File: src/rtl/mrrm_pkg.sv
package mrrm_pkg;

  // Longest response frame that is stored; longer frames are flagged invalid.
  localparam int unsigned MAX_FRAME = 255;
  localparam int unsigned POS_W     = $clog2(MAX_FRAME + 1);
  localparam int unsigned IDX_W     = POS_W - 1;

  localparam int unsigned REQ_BYTES = 8;
  localparam int unsigned CNT_W     = $clog2(REQ_BYTES);

  localparam logic [7:0]  FUNC_HOLDING = 8'h03;
  localparam logic [7:0]  FUNC_INPUT   = 8'h04;
  localparam logic [7:0]  EXC_FLAG     = 8'h80;
  localparam logic [15:0] CRC_INIT     = 16'hFFFF;
  localparam logic [15:0] CRC_POLY     = 16'hA001;

  typedef enum logic [1:0] {
    CMD_START    = 2'd0,
    CMD_RX_BYTE  = 2'd1,
    CMD_TIMEOUT  = 2'd2,
    CMD_LINE_ERR = 2'd3
  } cmd_e;

  typedef enum logic [1:0] {
    KIND_TX     = 2'd0,
    KIND_REG    = 2'd1,
    KIND_STATUS = 2'd2
  } kind_e;

  typedef enum logic [2:0] {
    ST_OK       = 3'd0,
    ST_TIMEOUT  = 3'd1,
    ST_LINE_ERR = 3'd2,
    ST_INVALID  = 3'd3,
    ST_CRC_ERR  = 3'd4,
    ST_EXCEPT   = 3'd5
  } status_e;

  // One byte through the reflected CRC-16, LSB first.
  function automatic logic [15:0] crc_feed(input logic [15:0] crc, input logic [7:0] b);
    logic [15:0] c;
    c = crc ^ {8'h00, b};
    for (int i = 0; i < 8; i++) begin
      c = c[0] ? ((c >> 1) ^ CRC_POLY) : (c >> 1);
    end
    return c;
  endfunction

endpackage

File: src/rtl/modbus_rtu_read_master_core.sv
// Channel  Direction  Handshake               Payload
// in       input      in_valid_i / in_stall_o  cmd, slave_addr, use_input_regs, start_address,
//                                              reg_quantity, rx_byte, frame_end
// out      output     out_valid_o / out_stall_i kind, tx_byte, reg_value, reg_index, status, last
//
// The result (if any) of a received byte, timeout or line error sits in the output register
// the next cycle, and the next item is accepted in the cycle it is taken. A start item gives
// an eight-byte burst from the output register, one byte per cycle unless out is stalled;
// the request CRC is folded in as bytes leave, so input stalls until the last byte is taken.
// Reset clears the transaction, output valid, kind and count; out stalls lose no item.
module modbus_rtu_read_master_core
  import mrrm_pkg::*;
(
  input  logic        clk_i,
  input  logic        rst_ni,
  input  logic        in_valid_i,
  output logic        in_stall_o,
  input  logic [1:0]  cmd_i,
  input  logic [7:0]  slave_addr_i,
  input  logic        use_input_regs_i,
  input  logic [15:0] start_address_i,
  input  logic [15:0] reg_quantity_i,
  input  logic [7:0]  rx_byte_i,
  input  logic        frame_end_i,
  output logic        out_valid_o,
  input  logic        out_stall_i,
  output logic [1:0]  kind_o,
  output logic [7:0]  tx_byte_o,
  output logic [15:0] reg_value_o,
  output logic [15:0] reg_index_o,
  output logic [2:0]  status_o,
  output logic        last_o
);

  // transaction state
  logic             busy_q, busy_d;
  logic [7:0]       want_slave_q, want_slave_d;
  logic [7:0]       want_func_q, want_func_d;
  logic [15:0]      want_qty_q, want_qty_d;
  logic [POS_W-1:0] pos_q, pos_d;
  logic [15:0]      crc_q, crc_d;
  logic [15:0]      held_q, held_d;
  logic [23:0]      hdr_q, hdr_d;

  // output register
  logic             out_valid_q, out_valid_d;
  kind_e            kind_q, kind_d;
  logic [CNT_W-1:0] cnt_q, cnt_d;
  logic [47:0]      req_q, req_d;
  logic [15:0]      tx_crc_q, tx_crc_d;
  logic [15:0]      val_q, val_d;
  logic [IDX_W-1:0] idx_q, idx_d;
  status_e          status_q, status_d;

  logic             accept, out_take, burst_done;
  logic             in_frame, emit_reg;
  logic [15:0]      crc_upd;
  logic [23:0]      hdr_upd;
  logic [IDX_W-1:0] idx;
  logic [15:0]      rx_crc;
  logic [7:0]       hs, hf, hc;
  logic [9:0]       len;
  status_e          end_st;
  logic [7:0]       func;

  assign out_take   = out_valid_q && !out_stall_i;
  assign burst_done = (kind_q != KIND_TX) || (cnt_q == CNT_W'(REQ_BYTES - 1));
  assign in_stall_o = out_valid_q && !(out_take && burst_done);
  assign accept     = in_valid_i && !in_stall_o;

  // received-byte datapath
  always_comb begin
    in_frame = pos_q < POS_W'(MAX_FRAME);
    crc_upd  = (pos_q >= POS_W'(2)) ? crc_feed(crc_q, held_q[15:8]) : crc_q;
    hdr_upd  = hdr_q;
    if (pos_q == POS_W'(0)) begin
      hdr_upd[23:16] = rx_byte_i;
    end else if (pos_q == POS_W'(1)) begin
      hdr_upd[15:8] = rx_byte_i;
    end else if (pos_q == POS_W'(2)) begin
      hdr_upd[7:0] = rx_byte_i;
    end
    idx      = IDX_W'((pos_q - POS_W'(4)) >> 1);
    emit_reg = in_frame && !frame_end_i && (pos_q >= POS_W'(4)) && !pos_q[0] &&
               (16'(idx) < want_qty_q);
    rx_crc   = {rx_byte_i, held_q[7:0]};
    hs       = hdr_upd[23:16];
    hf       = hdr_upd[15:8];
    hc       = hdr_upd[7:0];
    len      = 10'(pos_q) + 10'd1;
    priority if (!in_frame || pos_q < POS_W'(4)) begin
      end_st = ST_INVALID;
    end else if (rx_crc != crc_upd) begin
      end_st = ST_CRC_ERR;
    end else if (hs != want_slave_q) begin
      end_st = ST_INVALID;
    end else if (hf == (want_func_q | EXC_FLAG)) begin
      end_st = ST_EXCEPT;
    end else if (hf != want_func_q) begin
      end_st = ST_INVALID;
    end else if ({9'd0, hc} != {want_qty_q, 1'b0}) begin
      end_st = ST_INVALID;
    end else if (len != 10'(hc) + 10'd5) begin
      end_st = ST_INVALID;
    end else begin
      end_st = ST_OK;
    end
  end

  assign func = use_input_regs_i ? FUNC_INPUT : FUNC_HOLDING;

  always_comb begin
    busy_d       = busy_q;
    want_slave_d = want_slave_q;
    want_func_d  = want_func_q;
    want_qty_d   = want_qty_q;
    pos_d        = pos_q;
    crc_d        = crc_q;
    held_d       = held_q;
    hdr_d        = hdr_q;
    out_valid_d  = out_valid_q;
    kind_d       = kind_q;
    cnt_d        = cnt_q;
    req_d        = req_q;
    tx_crc_d     = tx_crc_q;
    val_d        = val_q;
    idx_d        = idx_q;
    status_d     = status_q;

    // drain: either retire the result or step the request burst
    if (out_take) begin
      if (burst_done) begin
        out_valid_d = 1'b0;
      end else begin
        cnt_d = cnt_q + CNT_W'(1);
        if (cnt_q < CNT_W'(REQ_BYTES - 2)) begin
          tx_crc_d = crc_feed(tx_crc_q, req_q[47:40]);
          req_d    = req_q << 8;
        end
      end
    end

    if (accept) begin
      unique case (cmd_e'(cmd_i))
        CMD_START: begin
          busy_d       = 1'b1;
          want_slave_d = slave_addr_i;
          want_func_d  = func;
          want_qty_d   = reg_quantity_i;
          pos_d        = '0;
          crc_d        = CRC_INIT;
          held_d       = '0;
          hdr_d        = '0;
          out_valid_d  = 1'b1;
          kind_d       = KIND_TX;
          cnt_d        = '0;
          req_d        = {slave_addr_i, func, start_address_i, reg_quantity_i};
          tx_crc_d     = CRC_INIT;
        end
        CMD_TIMEOUT, CMD_LINE_ERR: begin
          if (busy_q) begin
            busy_d      = 1'b0;
            out_valid_d = 1'b1;
            kind_d      = KIND_STATUS;
            cnt_d       = '0;
            status_d    = (cmd_e'(cmd_i) == CMD_TIMEOUT) ? ST_TIMEOUT : ST_LINE_ERR;
          end
        end
        CMD_RX_BYTE: begin
          if (busy_q) begin
            if (in_frame) begin
              crc_d  = crc_upd;
              hdr_d  = hdr_upd;
              held_d = {held_q[7:0], rx_byte_i};
              pos_d  = pos_q + POS_W'(1);
            end
            if (emit_reg) begin
              out_valid_d = 1'b1;
              kind_d      = KIND_REG;
              cnt_d       = '0;
              val_d       = {held_q[7:0], rx_byte_i};
              idx_d       = idx;
            end else if (frame_end_i) begin
              busy_d      = 1'b0;
              out_valid_d = 1'b1;
              kind_d      = KIND_STATUS;
              cnt_d       = '0;
              status_d    = end_st;
            end
          end
        end
        default: begin
        end
      endcase
    end
  end

  always_ff @(posedge clk_i or negedge rst_ni) begin
    if (!rst_ni) begin
      busy_q       <= 1'b0;
      want_slave_q <= '0;
      want_func_q  <= '0;
      want_qty_q   <= '0;
      pos_q        <= '0;
      crc_q        <= CRC_INIT;
      held_q       <= '0;
      hdr_q        <= '0;
      out_valid_q  <= 1'b0;
      kind_q       <= KIND_TX;
      cnt_q        <= '0;
    end else begin
      busy_q       <= busy_d;
      want_slave_q <= want_slave_d;
      want_func_q  <= want_func_d;
      want_qty_q   <= want_qty_d;
      pos_q        <= pos_d;
      crc_q        <= crc_d;
      held_q       <= held_d;
      hdr_q        <= hdr_d;
      out_valid_q  <= out_valid_d;
      kind_q       <= kind_d;
      cnt_q        <= cnt_d;
    end
  end

  always_ff @(posedge clk_i) begin
    req_q    <= req_d;
    tx_crc_q <= tx_crc_d;
    val_q    <= val_d;
    idx_q    <= idx_d;
    status_q <= status_d;
  end

  // result fields, zero where the kind does not use them
  always_comb begin
    tx_byte_o   = '0;
    reg_value_o = '0;
    reg_index_o = '0;
    status_o    = '0;
    last_o      = 1'b0;
    unique case (kind_q)
      KIND_TX: begin
        if (cnt_q < CNT_W'(REQ_BYTES - 2)) begin
          tx_byte_o = req_q[47:40];
        end else if (cnt_q == CNT_W'(REQ_BYTES - 2)) begin
          tx_byte_o = tx_crc_q[7:0];
        end else begin
          tx_byte_o = tx_crc_q[15:8];
        end
        last_o = (cnt_q == CNT_W'(REQ_BYTES - 1));
      end
      KIND_REG: begin
        reg_value_o = val_q;
        reg_index_o = 16'(idx_q);
      end
      KIND_STATUS: begin
        status_o = status_q;
      end
      default: begin
      end
    endcase
  end

  assign out_valid_o = out_valid_q;
  assign kind_o      = kind_q;

  a_last_only_tx: assert property (@(posedge clk_i) disable iff (!rst_ni)
    out_valid_o && last_o |-> kind_o == KIND_TX)
    else $error("last flagged on a non-transmit result");

  a_start_loads_burst: assert property (@(posedge clk_i) disable iff (!rst_ni)
    accept && cmd_i == CMD_START |=> out_valid_o && kind_o == KIND_TX && cnt_q == '0)
    else $error("start item did not open a request burst");

  a_cnt_idle: assert property (@(posedge clk_i) disable iff (!rst_ni)
    out_valid_q && kind_q != KIND_TX |-> cnt_q == '0)
    else $error("burst counter moved outside a request burst");

  a_idle_ignored: assert property (@(posedge clk_i) disable iff (!rst_ni)
    accept && !busy_q && cmd_i != CMD_START |=> !out_valid_o)
    else $error("result produced for an item while idle");

endmodule

File: config.mk
export PLATFORM = sky130hd
export DESIGN_NAME = modbus_rtu_read_master_core
export DESIGN_NICKNAME = d
export VERILOG_FILES = /design/src/rtl/mrrm_pkg.sv /design/src/rtl/modbus_rtu_read_master_core.sv
export SDC_FILE = /design/constraint.sdc
export NUM_CORES = 1
export LEC_CHECK = 0
export ABC_AREA = 1
export BUFFER_PORTS_ARGS = -buffer_cell sky130_fd_sc_hd__buf_2
export CAP_MARGIN = 30
export CORE_UTILIZATION = 54
export DETAILED_ROUTE_END_ITERATION = 10
export PLACE_DENSITY = 0.76
export SYNTH_ARGS = -nofsm -noshare
export SYNTH_HDL_FRONTEND = slang
export SYNTH_SLANG_ARGS = --single-unit
export TNS_END_PERCENT = 20
File: constraint.sdc
create_clock -name clk_i -period 3.1 [get_ports clk_i]
set_clock_uncertainty 0.2 [all_clocks]
set_input_delay 0.155 -clock clk_i [delete_from_list [all_inputs] [get_ports clk_i]]
set_output_delay 0.155 -clock clk_i [all_outputs]
set_load 0.005 [all_outputs]
==> flow_metrics.env <==
export IMPL_grt_overflow_total=0
export IMPL_critPathTopFamily="simple AND/OR/NAND/NOR gates"
export IMPL_dpl_cell_count=1586
export IMPL_grt_max_degree=74
export IMPL_ys_seq_area_share_pct=46.0
export IMPL_yosys_area_share_adder_pct=2.17
export IMPL_arrival_ns=2.97
export IMPL_fmax_mhz=335
export IMPL_critPathSlowestCell="dfrtp_1"
export IMPL_status="complete, no violations"
export IMPL_start_kind="flop"
export IMPL_p_sw_share_pct=42.6
export IMPL_p_leak_nw=5.91
export IMPL_yosys_area_share_simple_pct=24.5
export IMPL_p_total_w=0.0117
export IMPL_synth_avg_cell_area_sq_um=7.58
export IMPL_drt_total_wl_um=26100
export IMPL_drv_cap=0
export IMPL_ctsHtreeMaxLevel=4
export IMPL_wl_met2_um=12600
export IMPL_synth_area_sq_mm=0.00979
export IMPL_power_switching_w=0.00498
export IMPL_yosysTopAreaCell="dfrtp_1"
export IMPL_cp_buffers_inverters=2
export IMPL_max_stage_delay_ns=0.38
export IMPL_row_count=48
export IMPL_synth_top_family_by_area="simple AND/OR/NAND/NOR gates"
export IMPL_coreArea_sq_mm=0.0175
export IMPL_antenna_found_initial=1
export IMPL_synth_edf_count=26
export IMPL_grt_pass1_wl_um=41600
export IMPL_clockRootBuffer="clkbuf_16"
export IMPL_netlist_top_cells_count="nand2_1, inv_1, o21ai_0, nor2_1, dfrtp_1"
export IMPL_synth_compound_area_share_pct=14.7
export IMPL_setup_violations_final=0
export IMPL_num_nets_final=1519
export IMPL_firstDrtPassIters=6
export IMPL_p_int_w=0.00672
export IMPL_ios=104
export IMPL_drc=0
export IMPL_netlist_instances=1292
export IMPL_areaGrowthSynthToFinish_pct=20.6
export IMPL_dieArea_sq_mm=0.0187
export IMPL_cts_tree="done"
export IMPL_period_needed_ns=2.99
export IMPL_portBuffers=94
export IMPL_cp_end_kind="flop"
export IMPL_start_util_pct=56.0
export IMPL_path_cells="inv_2 > ha_2 > nand2_2 > nand3_2 > inv_2 > nand2_4 > nand2_4 > o21ai_4 > ha_4 > o21ai_1 > a21oi_1 > nand3_1 > nor2_1 > nand2_1 > nor2_1 > nand2_1 > nor2_1 > nand2_1 > nor2_1 > nand3_1 > nand2_1 > nor2_1"
export IMPL_timing_critical_path_mode_cell="nor2_1"
export IMPL_vias=9154
export IMPL_fin_util_pct=67.6
export IMPL_tns_ns=0
export IMPL_yosysUniqueCellTypes=44
export IMPL_slew_headroom_pct=64.1
export IMPL_clk_insertion_delay_late_ns=0.43
export IMPL_p_clk_share_pct=17.3
export IMPL_gp_congestion=0.917
export IMPL_pwr_share_seq_pct=34.3
export IMPL_wl_met1_um=10900
export IMPL_cp_required_ns=3.08
export IMPL_cts_clk_slew_worst_paths_ns=0.07
export IMPL_drive_above_1_share_pct=15.4
export IMPL_whs_ns=0.0140
export IMPL_period_share_pct=96.4
export IMPL_finalNonFillerCells=1684
export IMPL_final_max_slew_viol_count=0
export IMPL_grt_pass1_vias=8649
export IMPL_fillers=1423
export IMPL_ys_ff_latch=187
export IMPL_antenna_left=0
export IMPL_avgViaCountPerCell=5.44
export IMPL_synthMuxAreaShare_pct=0
export IMPL_dpl_hpwl_um=17400
export IMPL_hold_class="in2async"
export IMPL_critPathMaxFanout=6
export IMPL_synth_top_area_share_pct=20.7
export IMPL_p_per_area_mw_per_mm2=990
export IMPL_yosys_top_cells_area="dfrtp_1, nand2_1, dfxtp_1"
export IMPL_async_flop_share_pct=51.9
export IMPL_hold_viol=0
export IMPL_ys_flop_type="dfrtp_1"
export IMPL_top_layer="met4"
export IMPL_met3_length_um=1790
export IMPL_worstSetupPathType="reg2reg"
export IMPL_irDropWorstVdd_mv=0.739
export IMPL_yosysWarnings=0
export IMPL_rsz0062_at_grt="true"
export IMPL_synth_xor_area_share_pct=3.67
export IMPL_drt_iter0_markers=625
export IMPL_worstMarginPinSlew_ns=0.533
export IMPL_die_h_um=137
export IMPL_clock_sinks=187
export IMPL_cts_buffers=17
export IMPL_wire_per_inst_um=15.5
export IMPL_p_comb_share_pct=48.4
export IMPL_grtUsageTotal_pct=28.9
export IMPL_yosysMostFrequentCell="nand2_1"
export IMPL_die_w_um=137
export IMPL_clockBufferDepth=2
## layout by cell type, fill, tap and decap left out, types with 9 or more instances in the layout
cell type and n:
o22ai_1 40, o211ai_1 9, ha_1 12, dfstp_2 16, o21ai_0 113, buf_2 93, nor2_1 109, a21oi_1 33
dlygate4sd3_1 53, nand3_1 57, dfrtp_1 80, xor2_1 27, conb_1 9, inv_1 147, edfxtp_1 26, clkbuf_16 17
a31oi_1 19, dfxtp_1 64, xnor2_1 14, nand2_1 385, buf_4 32
## registers in the layout, summed over array words and instances (netlist names), 2 cells and up
name / count
cnt_q: 3
want_slave_q: 8
pos_q: 8
kind_o: 2
status_q: 3
hdr_q: 24
req_q: 48
want_func_q: 2
want_qty_q: 16
idx_q: 7
crc_q: 16
held_q: 16
tx_crc_q: 16
val_q: 16
## power groups by stage
| stage | combinational (W) | sequential (W) | clock, W |
|---|---|---|---|
| finish | 0.00566 | 0.00402 | 0.00202 |
| floorplan | 0.00419 | 0.00389 | 0 |
| CTS | 0.00549 | 0.00400 | 0.00204 |
| global placement | 0.00522 | 0.00401 | 0 |
| detailed placement | 0.00537 | 0.00404 | 0 |
| global route | 0.00642 | 0.00412 | 0.00213 |
## logic make-up after synthesis
family                   Yosys count
XOR/XNOR                          41
flip-flops                       187
adder cells (fa/ha/maj)           17
AND/OR/NAND/NOR                  587
AO/OA/AOI/OAI                    247
other                              1
buffers and inverters            212
## final timing paths
kind                                 startpoint                     to  slack [ns]  cells after the start
setup / recovery           pos_q[1]$_DFFE_PN0P_  status_q[0]$_DFFE_PP_        0.11                     22
hold / removal                           rst_ni   hdr_q[6]$_DFFE_PN0P_        0.01                      2
setup reg to reg           pos_q[1]$_DFFE_PN0P_  status_q[0]$_DFFE_PP_        0.11                     22
hold reg to reg               req_q[39]$_DFF_P_      req_q[39]$_DFF_P_        0.27                      2
max in group asynchronous                rst_ni  crc_q[12]$_DFFE_PN1P_        1.93                      3
min in group clk_i                     cmd_i[0]  status_q[1]$_DFFE_PP_        0.04                      5
## layer usage
layer	GRT usage (%)	vias up
met1	36.0	4232
met4	12.6	0
li1	-	4462
met2	49.9	390
met3	4.22	70
met5	0	-
## stage by stage
stage,instance area [sq um],setup WS [ns]
final,11800,0.111
after global routing,11800,-0.121
after CTS,11600,0.0236
after detailed placement,10600,-0.00374
after global placement,10500,0.110
after floorplan,9830,0.0494
## area by class of cell
| type | instances | area [sq um] | area share [%] |
|---|---|---|---|
| diodes | 1 | 2.50 | 0.0212 |
| clock buffers | 21 | 470 | 3.98 |
| clock inverters | 10 | 65.1 | 0.551 |
| inverters | 154 | 578 | 4.89 |
| multi-input cells | 901 | 4540 | 38.4 |
| flip-flops and latches | 187 | 4510 | 38.2 |
| well taps | 225 | 282 | 2.38 |
| repair buffers | 185 | 1370 | 11.6 |
## repair_timing
item,4_1_cts,5_1_grt
setup buffers,1,12
resized for setup,5,21
hold buffers,53,0
hold endpoints to repair,164,0
endpoints found under the setup margin,2,6
pin swaps,0,8
Power figures use the tool's default switching activity.
